### src/hdl/pcr_pkg.sv
// Shared types and constants for the pre-trigger capture ring.
package pcr_pkg;

	localparam int SAMPLE_BITS    = 12;
	localparam int RING_DEPTH_DEF = 128;
	localparam int REG_W          = 8;
	localparam int WORD_W         = 2 * SAMPLE_BITS;

	localparam logic [REG_W-1:0] PRE_WORDS_RESET  = 8'd40;
	localparam logic [REG_W-1:0] POST_WORDS_RESET = 8'd80;

	typedef enum logic [1:0] {
		KIND_SAMPLE  = 2'd0,
		KIND_TRIGGER = 2'd1,
		KIND_READ    = 2'd2,
		KIND_NONE    = 2'd3
	} kind_t;

	typedef enum logic [1:0] {
		MODE_ARMED   = 2'd0,
		MODE_CAPTURE = 2'd1,
		MODE_READOUT = 2'd2
	} mode_t;

	typedef enum logic {
		REG_PRE_WORDS  = 1'b0,
		REG_POST_WORDS = 1'b1
	} reg_idx_t;

	typedef struct packed {
		kind_t                  kind;
		logic [SAMPLE_BITS-1:0] first_sample;
		logic [SAMPLE_BITS-1:0] second_sample;
	} item_t;

	typedef struct packed {
		logic [SAMPLE_BITS-1:0] early_sample;
		logic [SAMPLE_BITS-1:0] late_sample;
		logic                   last_word;
		logic                   status;
	} result_t;

endpackage

### src/hdl/pcr_ring.sv
// Sample pair memory with registered read and a fill count for never-written words.
module pcr_ring
	import pcr_pkg::*;
#(
	parameter int DEPTH = RING_DEPTH_DEF,
	parameter int AW    = $clog2(DEPTH),
	parameter int LW    = $clog2(DEPTH + 1)
) (
	input  logic              clk,
	input  logic              arst_n,
	input  logic              we,
	input  logic [AW-1:0]     waddr,
	input  logic [WORD_W-1:0] wdata,
	input  logic              re,
	input  logic [AW-1:0]     raddr,
	output logic [WORD_W-1:0] rdata,
	output logic              rhit
);

	logic [WORD_W-1:0] mem [DEPTH];
	logic [WORD_W-1:0] rdata_q;
	logic              rhit_q;
	logic [LW-1:0]     fill_q;

	// writes always start at zero after reset or re-arm, so written words form a prefix
	always_ff @(posedge clk or negedge arst_n) begin
		if (!arst_n) begin
			fill_q <= '0;
		end else if (we && (LW'(waddr) == fill_q)) begin
			fill_q <= fill_q + LW'(1);
		end
	end

	always_ff @(posedge clk) begin
		if (we) begin
			mem[waddr] <= wdata;
		end
		if (re) begin
			rdata_q <= mem[raddr];
			rhit_q  <= (LW'(raddr) < fill_q);
		end
	end

	assign rdata = rdata_q;
	assign rhit  = rhit_q;

endmodule

### src/hdl/pretrigger_capture_ring.sv
// Top level of the pre-trigger capture ring.
// Takes one item per clock with no stall (busy stays low); a read item gives its result on
// the cycle after its transfer, set by the ring memory's registered read port, and the
// result must be taken then. Sample, trigger and kind 3 items give no result; a read before
// the capture has stopped returns zeros with status set. Ring words never written since reset
// read as zero through a fill count, so no clearing pass follows reset.
module pretrigger_capture_ring
	import pcr_pkg::*;
#(
	parameter int RING_DEPTH = RING_DEPTH_DEF
) (
	input  logic             clk,
	input  logic             arst_n,
	input  logic             start,
	output logic             busy,
	input  item_t            item,
	output logic             result_valid,
	output result_t          result,
	input  logic             cfg_we,
	input  reg_idx_t         cfg_index,
	input  logic [REG_W-1:0] cfg_data
);

	localparam int AW = $clog2(RING_DEPTH);
	localparam int LW = $clog2(RING_DEPTH + 1);
	localparam int SW = ((LW > REG_W + 1) ? LW : (REG_W + 1)) + 1;

	localparam logic [SW-1:0] DEPTH_S = SW'(RING_DEPTH);

	logic [REG_W-1:0] pre_words_q;
	logic [REG_W-1:0] post_words_q;
	mode_t            mode_q;
	mode_t            mode_d;
	logic [AW-1:0]    wp_q;
	logic [AW-1:0]    trig_q;
	logic [REG_W-1:0] atc_q;
	logic [AW-1:0]    rc_q;

	logic             accept;
	logic             do_write;
	logic             do_read;
	logic             do_trigger;
	logic             cap_done;

	logic [REG_W-1:0] post_eff;
	logic [SW-1:0]    pre_clip;
	logic [SW-1:0]    len_sum;
	logic [SW-1:0]    win_len;
	logic [SW-1:0]    start_sum;
	logic [SW-1:0]    win_base;
	logic [SW-1:0]    idx_sum;
	logic [AW-1:0]    rd_idx;
	logic             last;
	logic [AW-1:0]    wp_inc;

	logic             res_valid_s1;
	logic             res_status_s1;
	logic             res_last_s1;
	logic [WORD_W-1:0] ring_rdata;
	logic             ring_hit;
	logic             zero_out;

	assign busy   = 1'b0;
	assign accept = start;

	// window arithmetic
	assign post_eff  = (post_words_q == '0) ? REG_W'(1) : post_words_q;
	assign pre_clip  = (SW'(pre_words_q) > DEPTH_S) ? DEPTH_S : SW'(pre_words_q);
	assign len_sum   = pre_clip + SW'(post_eff);
	assign win_len   = (len_sum > DEPTH_S) ? DEPTH_S : len_sum;
	assign start_sum = SW'(trig_q) + DEPTH_S - pre_clip;
	assign win_base  = (start_sum >= DEPTH_S) ? (start_sum - DEPTH_S) : start_sum;
	assign idx_sum   = win_base + SW'(rc_q);
	assign rd_idx    = (idx_sum >= DEPTH_S) ? AW'(idx_sum - DEPTH_S) : AW'(idx_sum);
	assign last      = (SW'(rc_q) + SW'(1)) >= win_len;
	assign wp_inc    = (SW'(wp_q) == DEPTH_S - SW'(1)) ? '0 : (wp_q + AW'(1));
	assign cap_done  = ((REG_W + 1)'(atc_q) + (REG_W + 1)'(1)) >= (REG_W + 1)'(post_eff);

	// next state
	always_comb begin
		mode_d = mode_q;
		if (accept) begin
			case (mode_q)
				MODE_ARMED: begin
					if (item.kind == KIND_TRIGGER) mode_d = MODE_CAPTURE;
				end
				MODE_CAPTURE: begin
					if (item.kind == KIND_SAMPLE && cap_done) mode_d = MODE_READOUT;
				end
				MODE_READOUT: begin
					if (item.kind == KIND_READ && last) mode_d = MODE_ARMED;
				end
				default: begin
					mode_d = MODE_ARMED;
				end
			endcase
		end
	end

	// per-item actions
	always_comb begin
		do_write   = 1'b0;
		do_read    = 1'b0;
		do_trigger = 1'b0;
		if (accept) begin
			case (item.kind)
				KIND_SAMPLE:  do_write   = (mode_q != MODE_READOUT);
				KIND_TRIGGER: do_trigger = (mode_q == MODE_ARMED);
				KIND_READ:    do_read    = (mode_q == MODE_READOUT);
				default: begin
				end
			endcase
		end
	end

	always_ff @(posedge clk or negedge arst_n) begin
		if (!arst_n) begin
			pre_words_q  <= PRE_WORDS_RESET;
			post_words_q <= POST_WORDS_RESET;
		end else if (cfg_we) begin
			case (cfg_index)
				REG_PRE_WORDS:  pre_words_q  <= cfg_data;
				REG_POST_WORDS: post_words_q <= cfg_data;
				default: begin
				end
			endcase
		end
	end

	always_ff @(posedge clk or negedge arst_n) begin
		if (!arst_n) begin
			mode_q <= MODE_ARMED;
			wp_q   <= '0;
			trig_q <= '0;
			atc_q  <= '0;
			rc_q   <= '0;
		end else begin
			mode_q <= mode_d;
			if (do_write) begin
				wp_q <= wp_inc;
				if (mode_q == MODE_CAPTURE) begin
					atc_q <= atc_q + REG_W'(1);
					if (cap_done) rc_q <= '0;
				end
			end
			if (do_trigger) begin
				trig_q <= wp_q;
				atc_q  <= '0;
			end
			if (do_read) begin
				if (last) begin
					wp_q <= '0;
					rc_q <= '0;
				end else begin
					rc_q <= rc_q + AW'(1);
				end
			end
		end
	end

	always_ff @(posedge clk or negedge arst_n) begin
		if (!arst_n) begin
			res_valid_s1 <= 1'b0;
		end else begin
			res_valid_s1 <= accept && (item.kind == KIND_READ);
		end
	end

	always_ff @(posedge clk) begin
		res_status_s1 <= (mode_q != MODE_READOUT);
		res_last_s1   <= (mode_q == MODE_READOUT) && last;
	end

	pcr_ring #(
		.DEPTH (RING_DEPTH),
		.AW    (AW),
		.LW    (LW)
	) u_ring (
		.clk    (clk),
		.arst_n (arst_n),
		.we     (do_write),
		.waddr  (wp_q),
		.wdata  ({item.second_sample, item.first_sample}),
		.re     (do_read),
		.raddr  (rd_idx),
		.rdata  (ring_rdata),
		.rhit   (ring_hit)
	);

	// not-ready reads and never-written words both give zero samples
	assign zero_out = res_status_s1 || !ring_hit;

	assign result_valid        = res_valid_s1;
	assign result.early_sample = zero_out ? '0 : ring_rdata[SAMPLE_BITS-1:0];
	assign result.late_sample  = zero_out ? '0 : ring_rdata[WORD_W-1:SAMPLE_BITS];
	assign result.last_word    = res_last_s1;
	assign result.status       = res_status_s1;

endmodule

### config.mk
export PLATFORM = sky130hd
export DESIGN_NAME = pretrigger_capture_ring
export DESIGN_NICKNAME = d
export VERILOG_FILES = /design/src/hdl/pcr_pkg.sv /design/src/hdl/pcr_ring.sv /design/src/hdl/pretrigger_capture_ring.sv
export SDC_FILE = /design/constraint.sdc
export NUM_CORES = 2
export LEC_CHECK = 0
export BUFFER_PORTS_ARGS = -buffer_cell sky130_fd_sc_hd__buf_2
export CORE_UTILIZATION = 40
export CTS_CLUSTER_SIZE = 10
export DETAILED_ROUTE_END_ITERATION = 8
export REMOVE_ABC_BUFFERS = 1
export SYNTH_ARGS = -nofsm -noshare
export SYNTH_HDL_FRONTEND = slang
export SYNTH_SLANG_ARGS = --single-unit
### constraint.sdc
create_clock -name clk -period 9 [get_ports clk]
set_clock_uncertainty 0.15 [all_clocks]
set_input_delay 2.7 -clock clk [delete_from_list [all_inputs] [get_ports clk]]
set_output_delay 2.7 -clock clk [all_outputs]
set_load 0.005 [all_outputs]
==> impl_results.md <==
- Clock network power share: 0.322
- Post-CTS sizing: 0
- Initial antenna violation count: 17
- Metal3 WL: 24.46 mm
- Lkg Pwr: about 44 nW
- Relative max-transition margin: 0.1423
- Nets: 6291
- Slowest cell on the critical path: a31oi_1
- Vias: 60230
- Worst hold path type: reg -> reg
- Critical path type: reg -> reg
- # H-tree levels: 5
- Outcome: completed
- CTS Buf Count: roughly 360
- Final Slew Violations: 0
- Reg power frac: 0.416
- Power Density: between 200 and 300 nW/um^2
- Startpoint Class: flip-flop
- Clk Latency, worst-skew pair: 0.88 ns
- Cells after synthesis: about 5900
- Layout cells sized above 1: 0.2578
- Tcrit/Tclk final: 0.6754
- Met2 WL: between 150 and 200 mm
- Die width: between 500 and 600 microns
- Vias in the first global route: between 60000 and 70000
- Synth Area per Inst: 20.79 sq um
- Max cap viols: 0
- F_max: about 0.16 GHz
- Antenna Nets Post-Route: 0
- CTS tree: done
- Top sig layer: met5
- # hold bufs at CTS: 0
- Die extent in y: between 500 and 600 microns
- CP top delay family: buffers and inverters
- Top-Level Pins: 67
- Worst path max stage delay: 0.94 ns
- WL met1: 129.2 mm
- Total power: a little under 0.04 W
- Setup violators final: 0
- Worst-path clk slew: 0.05 ns
- Cell Chain, Critical Path: nor2b_1, ha_1, fa_1, inv_1, ha_1, a211oi_2, nor2_2, xnor2_4, buf_4, buf_4, mux2i_1, a32oi_1, a31oi_1, nor4_1
- Row count: 202
- DP HPWL: 185.5 mm
- Longest Clk Path Bufs: 4
- Seq/Total Area, Yosys: 0.7726
- First-pass GRT wire length: 456.9 mm
- Arrival time worst endpoint: 6.50 ns
- Synth cell types: between 50 and 60
- Post-synthesis register bit count: 3155
- Required time of the critical path: 9.42 ns
- IR drop worst, VDD: 0.2122 mV
- Post-synth EDFFs: 3097
- Die ar.: 307800 sq um
- RSZ-0062 raised after global routing: false
- Pin count of the biggest net entering global routing: 108
- Average wire per standard cell: ~31 microns
- Logic pwr share: 0.262
- Final Hold Fails: 0
- Tmin final: 6.078 ns
- Maximum fanout along the worst path: approximately 50
- Yosys Warn Count: 0
- Sw Ratio: 0.2995
- Vias per cell: around 5.9
- Post-Route WL: between 300 and 400 mm
- Final setup margin: 2.922 ns
- Layout area overhead: 13.11%
- Syn Std Cell Area: 122200 sq um
- Worst slew pin tran: between 1 and 1.5 ns
- Cells after DPL: a little under 10000
- Worst setup EP type: flip-flop
- RD Place Congestion: 0.8695
- Synth Flop Type: edfxtp_1
- Overall Global Routing Usage: 0.2078
- Synth async-reset ratio: 0.01775
- Final cell count without fillers: 10280
- Switch Pwr: 0.01178 W
- Post-place setup slack: 2.591 ns
- Core area: 303300 sq um
- Drt pass-1 iters: 5
- Pint: ~0.028 W
- CTS Sinks: 3155
- Post-CTS Setup Bufs: 0
- Number of remaining DRC errors: 0
- Iter 0 DRT Violations: 6821
- Clock root cell: clkbuf_16
- Initial Util: 0.4031
- # port buffers: between 60 and 70
- CP bufs+invs: 3
- GRT overflow: 0
[layout make-up]
cell class	instances	area, sq um
multi-input combinational	2361	26670
clock inverter	28	334.1
inverter	38	150.1
fill	25210	165000
sequential	3155	94450
clock buffer	417	9382
timing repair buffer	285	2271
antenna	16	40.04
tap	3978	4977
[layer usage]
metal	track usage	vias up
met5	0	-
met4	0.07644	6
met3	0.03559	508
met2	0.3363	2629
met1	0.2831	32410
li1	-	24680
[power by group through the flow]
| stage | logic [W] | clock network, W | registers, W |
|---|---|---|---|
| detailed placement | 0.0104 | 0 | 0.0166 |
| CTS | 0.0105 | 0.0129 | 0.0163 |
| global placement | 0.0104 | 0 | 0.0166 |
| global route | 0.0109 | 0.0134 | 0.0163 |
| floorplan | 0.00829 | 0 | 0.0166 |
| finish | 0.0103 | 0.0127 | 0.0164 |
[per-stage QoR]
| stage | hold slack [ns] | area, sq um | utilization | setup TNS (ns) |
|---|---|---|---|---|
| global placement | 0.3390 | 128500 | 0.4237 | 0 |
| global route | 0.3754 | 138300 | 0.4559 | 0 |
| CTS | 0.3534 | 138200 | 0.4558 | 0 |
| floorplan | 0.3227 | 120800 | - | -569.78 |
| finish | 0.3569 | 138300 | 0.4559 | 0 |
| detailed placement | 0.3409 | 128500 | 0.4237 | 0 |
[worst paths after layout]
| kind | startpoint | end | slack (ns) | cells after the start |
|---|---|---|---|---|
| hold reg to reg | pre_words_q[0]$_DFFE_PN0P_ | pre_words_q[0]$_DFFE_PN0P_ | 0.36 | 1 |
| hold / removal | pre_words_q[0]$_DFFE_PN0P_ | pre_words_q[0]$_DFFE_PN0P_ | 0.36 | 1 |
| setup / recovery | pre_words_q[7]$_DFFE_PN0P_ | u_ring.rdata[13]$_DFFE_PP_ | 2.92 | 14 |
| min in group asynchronous | arst_n | result_valid$_DFF_PN0_ | 1.83 | 2 |
| max in group asynchronous | arst_n | rc_q[2]$_DFFE_PN0P_ | 6.35 | 2 |
| setup reg to reg | pre_words_q[7]$_DFFE_PN0P_ | u_ring.rdata[13]$_DFFE_PP_ | 2.92 | 14 |
[cells by family (layout without fill, tap and decap cells)]
logic type      Yosys count  in the layout  synth area share
compound gates          273            273           0.01618
xor+xnor                 41             41          0.003060
fa+ha+maj                49             49          0.005200
buf+inv                 364            768           0.01279
flops                  3155           3155            0.7726
mux                     887            887            0.1515
other cells               1             17        0.00003068
simple gates           1110           1110           0.03867
[cells in the final DEF (no fill, tap or decap), drive strengths merged, types with 23 or more instances in the layout]
master | netlist | layout
a31oi | 96 | 96
nor4 | 28 | 28
dfrtp | 52 | 52
buf | 137 | 285
mux2i | 97 | 97
and2 | 28 | 28
nand2 | 623 | 623
o21ai | 24 | 24
nand3 | 209 | 209
inv | 38 | 45
mux4 | 768 | 768
ha | 46 | 46
nor2 | 164 | 164
a32oi | 96 | 96
clkbuf | 189 | 417
edfxtp | 3097 | 3097
xnor2 | 23 | 23
[registers in the layout, indices dropped and copies added (netlist names)]
signal,cells
pre_words_q,8
u_ring.rhit,1
mode_q,2
u_ring.rdata,24
res_status_s1,1
post_words_q,8
wp_q,7
u_ring.fill_q,8
u_ring.mem,3072
trig_q,7
res_last_s1,1
rc_q,7
result_valid,1
atc_q,8
[cell usage after synthesis (28+ instances only)]
library cell / count / area, sq um
dfrtp_1: 52 / 1301
inv_1: 37 / 138.9
ha_1: 46 / 575.6
mux4_2: 768 / 17300
nor2_1: 163 / 611.8
nor4_1: 28 / 175.2
clkbuf_1: 188 / 705.7
mux2i_1: 97 / 970.9
nand2_1: 623 / 2338
and2_1: 28 / 175.2
nand3_1: 209 / 1046
edfxtp_1: 3097 / 93000
a32oi_1: 96 / 840.8
a31oi_1: 96 / 600.6
buf_2: 116 / 580.6
Power figures use the tool's default switching activity.
